**config.mk**
```make
export PLATFORM = sky130hd
export DESIGN_NAME = txcon_ram
export DESIGN_NICKNAME = d
export VERILOG_FILES = /design/src/hw/rtl/txcon_ram.sv
export SDC_FILE = /design/constraint.sdc
export NUM_CORES = 1
export LEC_CHECK = 0
export BUFFER_PORTS_ARGS = -buffer_cell sky130_fd_sc_hd__buf_4
export CELL_PAD_IN_SITES_DETAIL_PLACEMENT = 2
export CELL_PAD_IN_SITES_GLOBAL_PLACEMENT = 2
export CORE_MARGIN = 2
export CORE_UTILIZATION = 45
export CTS_CLUSTER_DIAMETER = 50
export DETAILED_ROUTE_END_ITERATION = 16
export GPL_TIMING_DRIVEN = 0
export PLACE_DENSITY_LB_ADDON = 0.1
export SLEW_MARGIN = 30
export SYNTH_ARGS = -nofsm -noshare
export SYNTH_HDL_FRONTEND = slang
export SYNTH_SLANG_ARGS = --single-unit
```
**constraint.sdc**
```tcl
create_clock -name clk -period 2.1 [get_ports clk]
set_clock_uncertainty 0.15 [all_clocks]
set_input_delay 0.315 -clock clk [delete_from_list [all_inputs] [get_ports clk]]
set_output_delay 0.315 -clock clk [all_outputs]
set_load 0.02 [all_outputs]
```
**src/hw/rtl/txcon_ram.sv**
```systemverilog
// Generic single-write, single-read RAM with registered read data.
`default_nettype none

module txcon_ram #(
  parameter int WIDTH = 8,
  parameter int DEPTH = 64
) (
  input  wire logic                     clk,
  input  wire logic                     we,
  input  wire logic [$clog2(DEPTH)-1:0] waddr,
  input  wire logic [WIDTH-1:0]         wdata,
  input  wire logic                     re,
  input  wire logic [$clog2(DEPTH)-1:0] raddr,
  output      logic [WIDTH-1:0]         rdata
);

  logic [WIDTH-1:0] mem [DEPTH];

  // Write port
  always_ff @(posedge clk) begin
    if (we) begin
      mem[waddr] <= wdata;
    end
  end

  // Registered read, held while idle
  always_ff @(posedge clk) begin
    if (re) begin
      rdata <= mem[raddr];
    end
  end

endmodule

`default_nettype wire

```
==> flow_summary.yaml, run 1 <==
synth:
  ys.flop_type: "edfxtp_1"
  synth-seq-cells: 520
  synth.most_common_cell: "edfxtp_1"
  synthDistinctLibCells: 39
  synthSimpleGateAreaFrac_pct: 3.37
  synth-seq-area-share_pct: 77.1
  syn_avg_cell_area_um2: 21.5
  yosys.area.top_type: "edfxtp_1"
  synth_area_leaders: "edfxtp_1, mux4_2, nor2_1"
  synth_common_cells: "edfxtp_1, mux4_2, nor2_1"
  synth.area.mux_share_pct: 15.9
  synth_top_family_by_area: "multiplexers"
  synth_xor_xnor_area_share_pct: 0
  synth_edf_count: 520
  synthArstFlopShare_pct: 0
  synth_top_cell_area_share_pct: 77.1
  synth_area_um2: 20200
  ys_warn_count: 0
  synth_compound_area_share_pct: 2.06
  synth-adder-area-share_pct: 0
  synth_cells: 940
  syn_nets: 963
sta:
  hold_violations: 0
  fmaxAchievable_ghz: 0.421
  finalSetupViolCount: 31
  finalWorstSetupSlack_ps: -273
  rsz0062_at_grt: "true"
  worstMarginPinSlew_ps: 1030
  relSlewSlack_pct: 31.4
  fin_crit_sh_pct: 113
  finalCriticalPeriod_ps: 2370
  whs_ps: 79.3
  maxSlewViolCount: 0
  tns_ps: -3270
floorplan:
  start_util_pct: 45.7
  std_cell_rows: 77
  die_area_um2: 46700
  die_y_um: 216
  ios: 31
  die_width_um: 216
  coreArea_um2: 44300
place:
  gp_congestion: 0.788
  dp_cells: 1554
  dp_slack_ps: -1600
  dp_hpwl_mm: 37.6
  io_buffer_count: 22
  placed_cell_area_um2: 21200
cts:
  cts_made_buffers: 56
  h-tree-depth: 2
  cts.path.max_buffers: 3
  insertion_delay_ps: 620
  clock_sinks: 520
  clk_pin_slew_worst_paths_ps: 60
  cts_tree: "yes"
  root_buffer: "clkbuf_16"
setup_path:
  critPathSlowestCell: "mux4_2"
  worstPathCellList: "mux4_2 > mux4_2 > nor2_2 > nor3_1 > o2bb2ai_2"
  endpoint_kind: "flip-flop"
  critical_path_required_ps: 2270
  critPathMaxFanout: 1
  crit_arrival_ps: 2550
  critPathKind: "reg2reg"
  worst_path_most_repeated_cell: "mux4_2"
  max_stage_delay_ps: 550
  start_kind: "flip-flop"
finish:
  design_area_um2: 23600
  areaGrowthSynthToFinish_pct: 16.7
  diodes: 0
  utilization_pct: 53.3
  drive_above_1_share_pct: 35.5
  nNetsFinal: 1046
  final_cells: 1662
global_route:
  grt_max_degree: 65
  grtUsageTotal_pct: 26.0
  grt_pass1_vias: 11037
  antenna_found_initial: 0
  overflow: 0
  grt_pass1_wl_mm: 84.3
routing:
  vias: 10328
  wl_per_cell_um: 35.7
  route.detailed.drc: 0
  dr.pass1.iters: 7
  finalWirelength_mm: 59.4
  drtIter0Drc: 1162
  detail-route-antenna-nets: 0
  viasPerCell: 6.21
power:
  ir_worst_vdd_uv: 710
  p_leak_nw: 7.27
  p_per_area_nw_per_um2: 970
  power_mw: 22.9
outcome:
  status: "finished, violations left"
  violations: "negative setup slack"
run:
  maxCapViolCount: 0
worst_hold_path:
  hold_class: "in2reg"
cell type report:
cell class / count / area, um^2
buffer: 51 / 404
clock buffer: 68 / 1470
clock inverter: 37 / 374
fill: 3739 / 20700
multi-input combinational: 369 / 4830
sequential: 520 / 15600
tap: 592 / 741
timing repair buffer: 25 / 190
critical path: cells and delay by family, from the launching register on:
kind               cells  cell delay (ps)
muxes                  2             1060
DFF                    1              430
AOI/OAI and AO/OA      1              200
and+or+nand+nor        2              230
layout by cell type, fill, tap and decap left out, types with 9 or more instances in the layout:
| cell type | n |
|---|---|
| edfxtp_1 | 520 |
| mux4_2 | 126 |
| clkbuf_16 | 57 |
| buf_4 | 36 |
| nor2_2 | 34 |
| nor2_4 | 26 |
| nor2_1 | 23 |
| mux2i_1 | 22 |
| clkbuf_1 | 21 |
| nand2_1 | 19 |
| nor2b_1 | 14 |
| clkinv_2 | 14 |
| mux2_2 | 13 |
| buf_6 | 10 |
| clkinv_1 | 9 |
worst paths after layout:
| path | cells after the start | from | slack [ps] | end |
|---|---|---|---|---|
| setup reg to reg | 5 | mem[10][2] | -270 | rdata[2] |
| setup / recovery | 5 | mem[10][2] | -270 | rdata[2] |
| hold reg to reg | 4 | mem[2][7] | 840 | rdata[7] |
| hold / removal | 2 | raddr[5] | 80 | rdata[5] |
metal layers:
metal / vias up / wire [um] / global-route usage [%]
met2: 444 / 28200 / 40.4
met1: 5663 / 25500 / 37.9
met3: 89 / 3990 / 4.28
met4: 0 / 1690 / 8.49
li1: 4132 / - / -
met5: - / 0 / 0
power by group:
part	leakage (nW)	switching, mW	internal (mW)	total (mW)
clock network	0.910	4.14	5.84	9.98
registers	4.69	0.0261	11.5	11.5
logic	1.68	0.908	0.469	1.38
total	7.27	5.07	17.8	22.9
flip-flops by register name, summed over array words and instances (netlist names):
signal,cells
rdata,8
mem,512
cells by family after synthesis:
kind of cell,Yosys count
DFF,520
buffers and inverters,51
muxes,162
AOI/OAI and AO/OA,54
and+or+nand+nor,153
what timing repair did:
action | 4_1_cts | 5_1_grt
cloned | 0 | 0
buffers inserted | 0 | 2
endpoints found under the hold margin | 8 | 0
endpoints found under the setup margin | 275 | 330
pin swaps | 4 | 2
hold buffers | 1 | 0
resized for setup | 90 | 58
Power figures use the tool's default switching activity.
==> run 2, diff against run 1 <==
--- a/config.mk
+++ b/config.mk
@@ -14,6 +14,7 @@
 export DETAILED_ROUTE_END_ITERATION = 16
 export GPL_TIMING_DRIVEN = 0
 export PLACE_DENSITY_LB_ADDON = 0.1
+export SKIP_CTS_REPAIR_TIMING = 1
 export SLEW_MARGIN = 30
 export SYNTH_ARGS = -nofsm -noshare
 export SYNTH_HDL_FRONTEND = slang
==> run 2 against run 1 <==
  * The run still ends with negative setup slack left
  * Worst setup slack improved by 4.2 ps
  * Critical path type unchanged
  * Routed wire length is 0.65% lower
  * Count of clock-buffer cells in the layout unchanged
  * Highest routed layer unchanged
  * Fmax is 0.18% higher
  * Core utilization shrank 0.33 points
  * Sequential cell count unchanged
  * First-iteration DRC count down 12%
  * Sequential share of layout area rose by 0.41 points
  * Register-to-register slack hardly changed
==> flow_summary.yaml, run 2 (synthesis gave the netlist of run 1 again) <==
outcome:
  status: "finished, violations left"
  violations: "negative setup slack"
place:
  io_buffer_count: 22
  dp_hpwl_mm: 37.6
  gp_congestion: 0.788
  dp_cells: 1554
finish:
  num-fill-cells: 3747
  final_cell_mix: "edfxtp_1, mux4_2, clkbuf_16"
  utilization_pct: 53.0
  areaGrowthSynthToFinish_pct: 15.9
  final_cells: 1661
  reg_top3: "mem x512, rdata x8"
  largest_reg_flops: 512
  drive_above_1_share_pct: 34.1
  diodes: 0
  layout_commonest_cell: "edfxtp_1"
  top_register: "mem"
  nNetsFinal: 1045
setup_path:
  r2r_setup_slack_ps: -270
  start_kind: "flip-flop"
  critPathKind: "reg2reg"
  crit_arrival_ps: 2560
  r2r_end: "rdata[0]"
  worstPathCellList: "mux4_2 > mux2_2 > o22ai_1 > nand2_1 > o2bb2ai_2"
  endpoint_kind: "flip-flop"
  max_stage_delay_ps: 510
  critPathSlowestCell: "mux4_2"
  r2r_start: "mem[21][0]"
  critical_path_required_ps: 2290
  startpoint: "mem[21][0]"
  critPathMaxFanout: 1
  ff2ff_path_depth: 5
sta:
  worstMarginPinSlew_ps: 1050
  fin_crit_sh_pct: 113
  relSlewSlack_pct: 29.6
  hold_violations: 0
  finalWorstSetupSlack_ps: -268
  fmaxAchievable_ghz: 0.422
  rsz0062_at_grt: "true"
  finalCriticalPeriod_ps: 2370
  maxSlewViolCount: 0
  finalSetupViolCount: 151
routing:
  finalWirelength_mm: 59.0
  vias: 10219
  route.detailed.drc: 0
  detail-route-antenna-nets: 0
  drtIter0Drc: 1026
  viasPerCell: 6.15
  top_layer_used: "met4"
  wl_per_cell_um: 35.5
  m1WireLength_mm: 25.9
  dr.pass1.iters: 7
  routed-wl-met2_mm: 27.9
  wl_met3_mm: 3.46
global_route:
  grt_max_degree: 65
  grt_pass1_vias: 11062
  grtUsageTotal_pct: 25.8
  overflow: 0
  grt_pass1_wl_mm: 84.2
  antenna_found_initial: 1
worst_hold_path:
  worstHoldStart: "raddr[5]"
  min_path_cells: 2
  holdPathEnd: "rdata[5]"
  hold_class: "in2reg"
floorplan:
  std_cell_rows: 77
  start_util_pct: 45.7
  die_width_um: 216
  ios: 31
  coreArea_um2: 44300
  die_y_um: 216
  die_area_um2: 46700
cts:
  cts_made_buffers: 56
  clk_pin_slew_worst_paths_ps: 60
  cts.path.max_buffers: 3
  clock_sinks: 520
  root_buffer: "clkbuf_16"
  insertion_delay_ps: 620
  cts_tree: "yes"
  h-tree-depth: 2
power:
  ir_worst_vdd_uv: 710
  p_per_area_nw_per_um2: 975
  p_leak_nw: 7.26
run:
  maxCapViolCount: 0
-- run 2: cell type report --
| type | count | area (um^2) | share of cell area (%) |
|---|---|---|---|
| timing repair buffer | 24 | 183 | 0.778 |
| tap | 592 | 741 | 3.16 |
| buffer | 51 | 403 | 1.72 |
| sequential | 520 | 15600 | 66.5 |
| clock buffer | 68 | 1470 | 6.25 |
| multi-input combinational | 369 | 4690 | 20.0 |
| clock inverter | 37 | 374 | 1.59 |
-- run 2: power by group --
group | total (mW) | internal, mW | switching [mW]
registers | 11.5 | 11.5 | 0.0255
logic | 1.35 | 0.468 | 0.887
clock network | 9.99 | 5.84 | 4.15
total | 22.9 | 17.8 | 5.06
-- run 2: metal layers --
layer | vias up | track usage [%]
met5 | - | 0
met4 | 0 | 9.16
met3 | 95 | 4.14
met2 | 379 | 40.2
met1 | 5625 | 37.5
li1 | 4120 | -
-- run 2: how the worst max path moves through the flow --
stage | end | slack, ps | cells past startpoint
floorplan | rdata[7] | -50 | 7
global placement | rdata[3] | -1490 | 7
detailed placement | rdata[3] | -1600 | 7
CTS | rdata[3] | -980 | 7
global route | mem[29][0] | -300 | 4
finish | rdata[0] | -270 | 5
-- run 2: through the flow --
| stage | TNS, ps | cell area (um^2) | power (mW) | worst slack [ps] | hold WS (ps) |
|---|---|---|---|---|---|
| finish | -15780 | 23500 | 22.9 | -268 | 69.7 |
| floorplan | -361 | 20300 | 12.4 | -50.3 | 264 |
| CTS | -31860 | 23000 | 22.9 | -982 | -152 |
| detailed placement | -335720 | 21200 | 13.0 | -1600 | 493 |
| global placement | -298020 | 21200 | 13.0 | -1490 | 484 |
| global route | -32390 | 23500 | 23.4 | -296 | 60.3 |
-- run 2: critical path, delay by kind of cell (launching register included) --
kind	cells	cell delay (ps)
multiplexers	2	820
AO/OA/AOI/OAI	2	590
flip-flops	1	370
AND/OR/NAND/NOR	1	160
